--- config.mk ---
export PLATFORM = sky130hd
export DESIGN_NAME = touch_gesture_classifier_unit
export DESIGN_NICKNAME = d
export VERILOG_FILES = /design/src/rtl/core/tgc_pkg.sv /design/src/rtl/core/touch_gesture_classifier_unit.sv /design/src/rtl/core/tgc_cfg.sv /design/src/rtl/core/tgc_core.sv
export SDC_FILE = /design/constraint.sdc
export NUM_CORES = 1
export LEC_CHECK = 0
export ABC_AREA = 1
export BUFFER_PORTS_ARGS = -buffer_cell sky130_fd_sc_hd__buf_2
export CAP_MARGIN = 20
export CELL_PAD_IN_SITES_DETAIL_PLACEMENT = 1
export CELL_PAD_IN_SITES_GLOBAL_PLACEMENT = 2
export CORE_MARGIN = 3
export CORE_UTILIZATION = 37
export CTS_BUF_LIST = sky130_fd_sc_hd__clkbuf_4 sky130_fd_sc_hd__clkbuf_8
export DETAILED_ROUTE_END_ITERATION = 16
export GPL_ROUTABILITY_DRIVEN = 0
export PLACE_DENSITY = 0.85
export SYNTH_ARGS = -nofsm -noshare
export SYNTH_HDL_FRONTEND = slang
export SYNTH_SLANG_ARGS = --single-unit
--- constraint.sdc ---
create_clock -name clk_i -period 6.96 [get_ports clk_i]
set_clock_uncertainty 0.15 [all_clocks]
set_input_delay 1.74 -clock clk_i [delete_from_list [all_inputs] [get_ports clk_i]]
set_output_delay 1.74 -clock clk_i [all_outputs]
set_load 0.02 [all_outputs]
--- src/rtl/core/tgc_pkg.sv ---
// Shared types and constants for the touch gesture classifier.
package tgc_pkg;

  localparam int unsigned ReadingW = 16;
  localparam int unsigned TimeW    = 32;
  localparam int unsigned CfgW     = 16;
  localparam int unsigned CfgIdxW  = 2;

  localparam logic [CfgW-1:0] ThresholdRst  = CfgW'(60);
  localparam logic [CfgW-1:0] TapWindowRst  = CfgW'(350);
  localparam logic [CfgW-1:0] LongPressRst  = CfgW'(600);
  localparam logic [CfgW-1:0] FullHoldRst   = CfgW'(2000);

  typedef enum logic [CfgIdxW-1:0] {
    CfgThreshold = 2'd0,
    CfgTapWindow = 2'd1,
    CfgLongPress = 2'd2,
    CfgFullHold  = 2'd3
  } cfg_idx_e;

  typedef struct packed {
    logic [CfgW-1:0] touch_threshold;
    logic [CfgW-1:0] tap_window_ms;
    logic [CfgW-1:0] long_press_ms;
    logic [CfgW-1:0] full_hold_ms;
  } cfg_t;

  typedef struct packed {
    logic press_started;
    logic long_press_began;
    logic long_press_held;
    logic single_tap;
    logic double_tap;
    logic long_released;
    logic full_hold;
  } result_t;

endpackage

--- src/rtl/core/touch_gesture_classifier_unit.sv ---
// Result path: an accepted sample is held in the input register, then its result in the result register.
// Throughput: one item per cycle while the output is not stalled; the classification logic between the two
// registers updates gesture state once per item, so items flow back to back.
// Reset: rst_ni async active low clears gesture state, both valid flags and
// loads the register defaults (threshold 60, window 350, long 600, full 2000).
module touch_gesture_classifier_unit (
  input  logic                          clk_i,
  input  logic                          rst_ni,
  input  logic                          in_valid_i,
  output logic                          in_stall_o,
  input  logic [tgc_pkg::ReadingW-1:0]  sensor_reading_i,
  input  logic [tgc_pkg::TimeW-1:0]     now_ms_i,
  output logic                          out_valid_o,
  input  logic                          out_stall_i,
  output logic                          press_started_o,
  output logic                          long_press_began_o,
  output logic                          long_press_held_o,
  output logic                          single_tap_o,
  output logic                          double_tap_o,
  output logic                          long_released_o,
  output logic                          full_hold_o,
  input  logic                          cfg_valid_i,
  output logic                          cfg_ready_o,
  input  logic [tgc_pkg::CfgIdxW-1:0]   cfg_index_i,
  input  logic [tgc_pkg::CfgW-1:0]      cfg_data_i
);
  import tgc_pkg::*;

  logic                in_v_q;
  logic [ReadingW-1:0] reading_q;
  logic [TimeW-1:0]    now_q;
  logic                out_v_q;
  result_t             res_q;
  result_t             res;
  cfg_t                cfg;
  logic                advance;
  logic                in_take;

  assign cfg_ready_o = 1'b1;
  assign advance     = in_v_q && (!out_v_q || !out_stall_i);
  assign in_stall_o  = in_v_q && !advance;
  assign in_take     = in_valid_i && !in_stall_o;

  tgc_cfg u_cfg (
    .clk_i       (clk_i),
    .rst_ni      (rst_ni),
    .cfg_we_i    (cfg_valid_i && cfg_ready_o),
    .cfg_index_i (cfg_index_i),
    .cfg_data_i  (cfg_data_i),
    .cfg_o       (cfg)
  );

  tgc_core u_core (
    .clk_i     (clk_i),
    .rst_ni    (rst_ni),
    .step_i    (advance),
    .cfg_i     (cfg),
    .reading_i (reading_q),
    .now_i     (now_q),
    .res_o     (res)
  );

  always_ff @(posedge clk_i or negedge rst_ni) begin
    if (!rst_ni) begin
      in_v_q  <= 1'b0;
      out_v_q <= 1'b0;
    end else begin
      if (in_take)      in_v_q <= 1'b1;
      else if (advance) in_v_q <= 1'b0;
      if (advance)          out_v_q <= 1'b1;
      else if (!out_stall_i) out_v_q <= 1'b0;
    end
  end

  always_ff @(posedge clk_i) begin
    if (in_take) begin
      reading_q <= sensor_reading_i;
      now_q     <= now_ms_i;
    end
    if (advance) res_q <= res;
  end

  assign out_valid_o        = out_v_q;
  assign press_started_o    = res_q.press_started;
  assign long_press_began_o = res_q.long_press_began;
  assign long_press_held_o  = res_q.long_press_held;
  assign single_tap_o       = res_q.single_tap;
  assign double_tap_o       = res_q.double_tap;
  assign long_released_o    = res_q.long_released;
  assign full_hold_o        = res_q.full_hold;

`ifndef SYNTHESIS
  a_full_needs_release: assert property (@(posedge clk_i) disable iff (!rst_ni)
    out_valid_o && full_hold_o |-> long_released_o)
    else $error("full_hold without long_released");

  a_tap_kinds_exclusive: assert property (@(posedge clk_i) disable iff (!rst_ni)
    out_valid_o |-> !(single_tap_o && double_tap_o))
    else $error("single and double tap together");

  a_began_implies_held: assert property (@(posedge clk_i) disable iff (!rst_ni)
    out_valid_o && long_press_began_o |-> long_press_held_o && !press_started_o)
    else $error("long press began without being held");

  a_stalled_result_kept: assert property (@(posedge clk_i) disable iff (!rst_ni)
    out_valid_o && out_stall_i && in_v_q |-> in_stall_o)
    else $error("input taken while both stages are blocked");
`endif

endmodule

--- src/rtl/core/tgc_cfg.sv ---
// Configuration register file for the touch gesture classifier.
module tgc_cfg (
  input  logic                         clk_i,
  input  logic                         rst_ni,
  input  logic                         cfg_we_i,
  input  logic [tgc_pkg::CfgIdxW-1:0]  cfg_index_i,
  input  logic [tgc_pkg::CfgW-1:0]     cfg_data_i,
  output tgc_pkg::cfg_t                cfg_o
);
  import tgc_pkg::*;

  cfg_t cfg_q;

  always_ff @(posedge clk_i or negedge rst_ni) begin
    if (!rst_ni) begin
      cfg_q.touch_threshold <= ThresholdRst;
      cfg_q.tap_window_ms   <= TapWindowRst;
      cfg_q.long_press_ms   <= LongPressRst;
      cfg_q.full_hold_ms    <= FullHoldRst;
    end else if (cfg_we_i) begin
      unique case (cfg_idx_e'(cfg_index_i))
        CfgThreshold: cfg_q.touch_threshold <= cfg_data_i;
        CfgTapWindow: cfg_q.tap_window_ms   <= cfg_data_i;
        CfgLongPress: cfg_q.long_press_ms   <= cfg_data_i;
        CfgFullHold:  cfg_q.full_hold_ms    <= cfg_data_i;
        default: ;
      endcase
    end
  end

  assign cfg_o = cfg_q;

endmodule

--- src/rtl/core/tgc_core.sv ---
// Gesture state and per-sample classification logic.
module tgc_core (
  input  logic                          clk_i,
  input  logic                          rst_ni,
  input  logic                          step_i,
  input  tgc_pkg::cfg_t                 cfg_i,
  input  logic [tgc_pkg::ReadingW-1:0]  reading_i,
  input  logic [tgc_pkg::TimeW-1:0]     now_i,
  output tgc_pkg::result_t              res_o
);
  import tgc_pkg::*;

  logic             touch_active_q, touch_active_d;
  logic             long_active_q, long_active_d;
  logic [TimeW-1:0] press_time_q, press_time_d;
  logic [TimeW-1:0] last_tap_q, last_tap_d;
  logic [1:0]       tap_count_q, tap_count_d;

  logic             touched;
  logic [TimeW-1:0] held_ms;
  logic [TimeW-1:0] quiet_ms;
  result_t          res;

  always_comb begin
    touch_active_d = touch_active_q;
    long_active_d  = long_active_q;
    press_time_d   = press_time_q;
    last_tap_d     = last_tap_q;
    tap_count_d    = tap_count_q;
    res            = '0;

    touched = ReadingW'(reading_i) < cfg_i.touch_threshold;

    // rise
    if (touched && !touch_active_q) begin
      touch_active_d    = 1'b1;
      press_time_d      = now_i;
      res.press_started = 1'b1;
    end

    // hold time against the (possibly just latched) press start
    held_ms = now_i - press_time_d;

    if (touched && !long_active_q &&
        held_ms > {{(TimeW-CfgW){1'b0}}, cfg_i.long_press_ms}) begin
      long_active_d        = 1'b1;
      tap_count_d          = 2'd0;
      res.long_press_began = 1'b1;
    end

    // fall
    if (!touched && touch_active_q) begin
      touch_active_d = 1'b0;
      if (long_active_q) begin
        long_active_d     = 1'b0;
        res.long_released = 1'b1;
        res.full_hold     = held_ms > {{(TimeW-CfgW){1'b0}}, cfg_i.full_hold_ms};
      end else begin
        if (tap_count_q != 2'd2) tap_count_d = tap_count_q + 2'd1;
        last_tap_d = now_i;
      end
    end

    // tap window timeout
    quiet_ms = now_i - last_tap_d;
    if (!touched && !long_active_d && tap_count_d != 2'd0 &&
        quiet_ms > {{(TimeW-CfgW){1'b0}}, cfg_i.tap_window_ms}) begin
      if (tap_count_d == 2'd1) res.single_tap = 1'b1;
      else                     res.double_tap = 1'b1;
      tap_count_d = 2'd0;
    end

    res.long_press_held = long_active_d;
  end

  always_ff @(posedge clk_i or negedge rst_ni) begin
    if (!rst_ni) begin
      touch_active_q <= 1'b0;
      long_active_q  <= 1'b0;
      press_time_q   <= '0;
      last_tap_q     <= '0;
      tap_count_q    <= 2'd0;
    end else if (step_i) begin
      touch_active_q <= touch_active_d;
      long_active_q  <= long_active_d;
      press_time_q   <= press_time_d;
      last_tap_q     <= last_tap_d;
      tap_count_q    <= tap_count_d;
    end
  end

  assign res_o = res;

endmodule

==> qor.yml <==
setup_path:
  crit_path_top_delay_cell: "dfstp_2"
  cp.arrival_ns: 6.24
  critical_path_depth: 38
  cp_max_fo: 19
  r2r_cells: 38
  crit_family: "simple AND/OR/NAND/NOR gates"
  slowest_delay_ns: 0.54
  end_kind: "register"
  timing.rr.start: "u_cfg.cfg_o[51]"
  cp-startpoint: "u_cfg.cfg_o[51]"
  r2r_end: "single_tap_o"
  path_common_cell: "nand2_1"
  crit_buf_inv: 4
  crit_end: "single_tap_o"
  cp.required_ns: 7.09
  r2r_setup_slack_ns: 0.84
  crit_type: "reg2reg"
  critPathLaunchType: "register"
place:
  port_buffers: 79
  post-dp-hpwl_um: 32900
timing:
  max-slew-margin-rel_pct: 31.3
  finalSetupTns_ns: 0
  slew_violations: 0
  final_hold_viol_count: 0
  rsz0062_at_grt: "no"
  fin_crit_sh_pct: 87.9
  setup_viol: 0
  fmax_ghz: 0.163
  period_needed_ns: 6.12
  worst_pin_slew_ns: 1.03
route:
  post_drt_wl_per_cell_um: 17.9
  drt-pass1-iter-count: 5
  post_drt_via_cell_ratio: 5.15
  drc: 0
  drt-total-wl_um: 41200
  ant_nets: 0
  drt_iter0_markers: 550
  vias: 11800
grt:
  grt_pass1_wl_um: 66400
  overflow: 0
  grt.total_usage_pct: 22.0
  grt_antenna_before_repair: 2
  grt_pass1_vias: 12400
  grt_max_degree: 65
clock_tree:
  cts_num_sinks: 189
  cts_buffers: 17
  cts.reportedPaths.clkPinSlew_ns: 0.11
  ctsLongestPathBuffers: 2
  postCtsSetupRepairBufs: 0
  cts_root_buf: "clkbuf_8"
  cts_tree: "yes"
  cts_resized: 0
  cts.hold.buffers_added: 0
  clock_latency_ns: 0.51
  htree_levels: 4
synthesis:
  ys_async_sr_fraction_pct: 70.9
  synth.most_common_cell: "nand2_1"
  synth_cells: 1761
  ys_warn_count: 0
  syn_nets: 1958
  synth_edf_count: 55
  avgSynthCellArea_um2: 7.51
  ys_top_cells_by_count: "nand2_1 (510), inv_1 (249), o21ai_0 (202)"
  synthesis.area_um2: 13200
  synth_cell_type_count: 49
  ys_ff_latch: 189
  ys_seq_area_share_pct: 38.1
  yosysTopAreaCell: "dfrtp_1"
  ys.flop_type: "dfrtp_1"
  synthTopCellsByArea: "dfrtp_1 (22%), nand2_1 (14%), edfxtp_1 (12%)"
  synth_top_area_share_pct: 21.6
floorplan:
  core_area_um2: 34900
  io_pins: 81
  dieArea_um2: 38000
  fp.dieW_um: 195
  dieHeight_um: 195
  core.rowCount: 68
  initial_core_util_pct: 37.9
power:
  clkPwrFrac_pct: 11.8
  leakage_nw: 7.18
  switchingPower_mw: 3.48
  switching_share_pct: 51.3
  internal_power_mw: 3.30
  powerDensity_nw_per_um2: 466
  irDropWorstVdd_uv: 156
  power.total_mw: 6.78
  p_seq_share_pct: 23.5
  power_frac_comb_pct: 64.7
finish:
  syn_to_final_growth_pct: 10.2
  fin_nets: 2026
  nFillCells: 4381
  drive_gt1_share_pct: 9.55
run_status:
  status: "finished clean"
hold_path:
  holdPathStages: 2
  min_from: "u_cfg.cfg_o[10]"
  hp-class: "reg2reg"
job:
  cap_viol_max_count: 0
sequential cells by signal, indices dropped and copies added, names as in the netlist, 2 cells and up:
| signal | cells |
|---|---|
| reading_q | 16 |
| u_core.tap_count_q | 2 |
| now_q | 32 |
| u_cfg.cfg_o | 64 |
| u_core.last_tap_q | 32 |
| u_core.press_time_q | 32 |
worst min path at each step:
stage | slack, ns | to
after global placement | 0.31 | u_core.press_time_q[1]
after floorplan | 0.30 | u_cfg.cfg_o[48]
after detailed placement | 0.32 | u_core.press_time_q[26]
final | 0.34 | u_cfg.cfg_o[10]
after CTS | 0.35 | u_core.press_time_q[4]
after global routing | 0.37 | u_cfg.cfg_o[41]
layer usage:
layer / vias to the layer above / global-route usage, % / wire [µm]
met5: - / 0 / 0
met1: 5773 / 30.2 / 20100
li1: 5896 / - / -
met3: 38 / 2.85 / 886
met4: 0 / 6.07 / 869
met2: 124 / 36.6 / 19400
cell families after synthesis:
| family | Yosys count | share of synthesized area, % |
|---|---|---|
| and+or+nand+nor | 761 | 24.0 |
| AOI/OAI and AO/OA | 328 | 13.2 |
| buffers and inverters | 297 | 8.55 |
| DFF | 189 | 38.1 |
| adders and majority gates | 126 | 12.0 |
| xor gates and xnor gates | 34 | 2.25 |
| muxes | 25 | 1.89 |
| other | 1 | 0.0284 |
layout make-up:
class,count,area (µm²),area share (%)
antenna,1,2.50,0.0172
clock inverter,14,169,1.16
tap,455,569,3.91
timing repair buffer,88,509,3.50
sequential,189,5030,34.5
inverter,258,968,6.65
multi-input combinational,1275,7070,48.5
clock buffer,18,248,1.70
cells in the final DEF (no fill, tap or decap), types with 55 or more instances in the layout:
cell type | synthesis | layout
edfxtp_1 | 55 | 55
nor2_1 | 99 | 98
inv_1 | 249 | 248
ha_1 | 124 | 123
dfrtp_1 | 114 | 114
o21ai_0 | 202 | 202
nand2_1 | 510 | 509
nand3_1 | 66 | 66
buf_2 | 0 | 78
a21oi_1 | 86 | 86
stage by stage:
stage	cells	worst slack [ns]	cell area [µm²]	hold WS [ns]	utilization, %
after floorplan	1761	1.48	13200	0.298	-
after global placement	2263	1.03	14100	0.312	40.4
after detailed placement	2263	0.809	14100	0.322	40.4
after CTS	2295	0.821	14500	0.348	41.6
after global routing	2297	0.155	14600	0.371	41.7
final	2298	0.844	14600	0.342	41.8
tightest hold or removal path, stage by stage (launching register included):
cell and delay, ns:
dfstp_2 0.38, nand2_1 0.05, o21ai_0 0.07
power groups by stage:
stage	Sequential (mW)	Clock [mW]	Combinational, mW
floorplan	1.57	0	3.20
global placement	1.60	0	4.24
detailed placement	1.61	0	4.38
CTS	1.59	0.828	4.41
global route	1.63	0.874	5.07
finish	1.59	0.800	4.39
No activity file was read; power rests on OpenSTA's default activity.
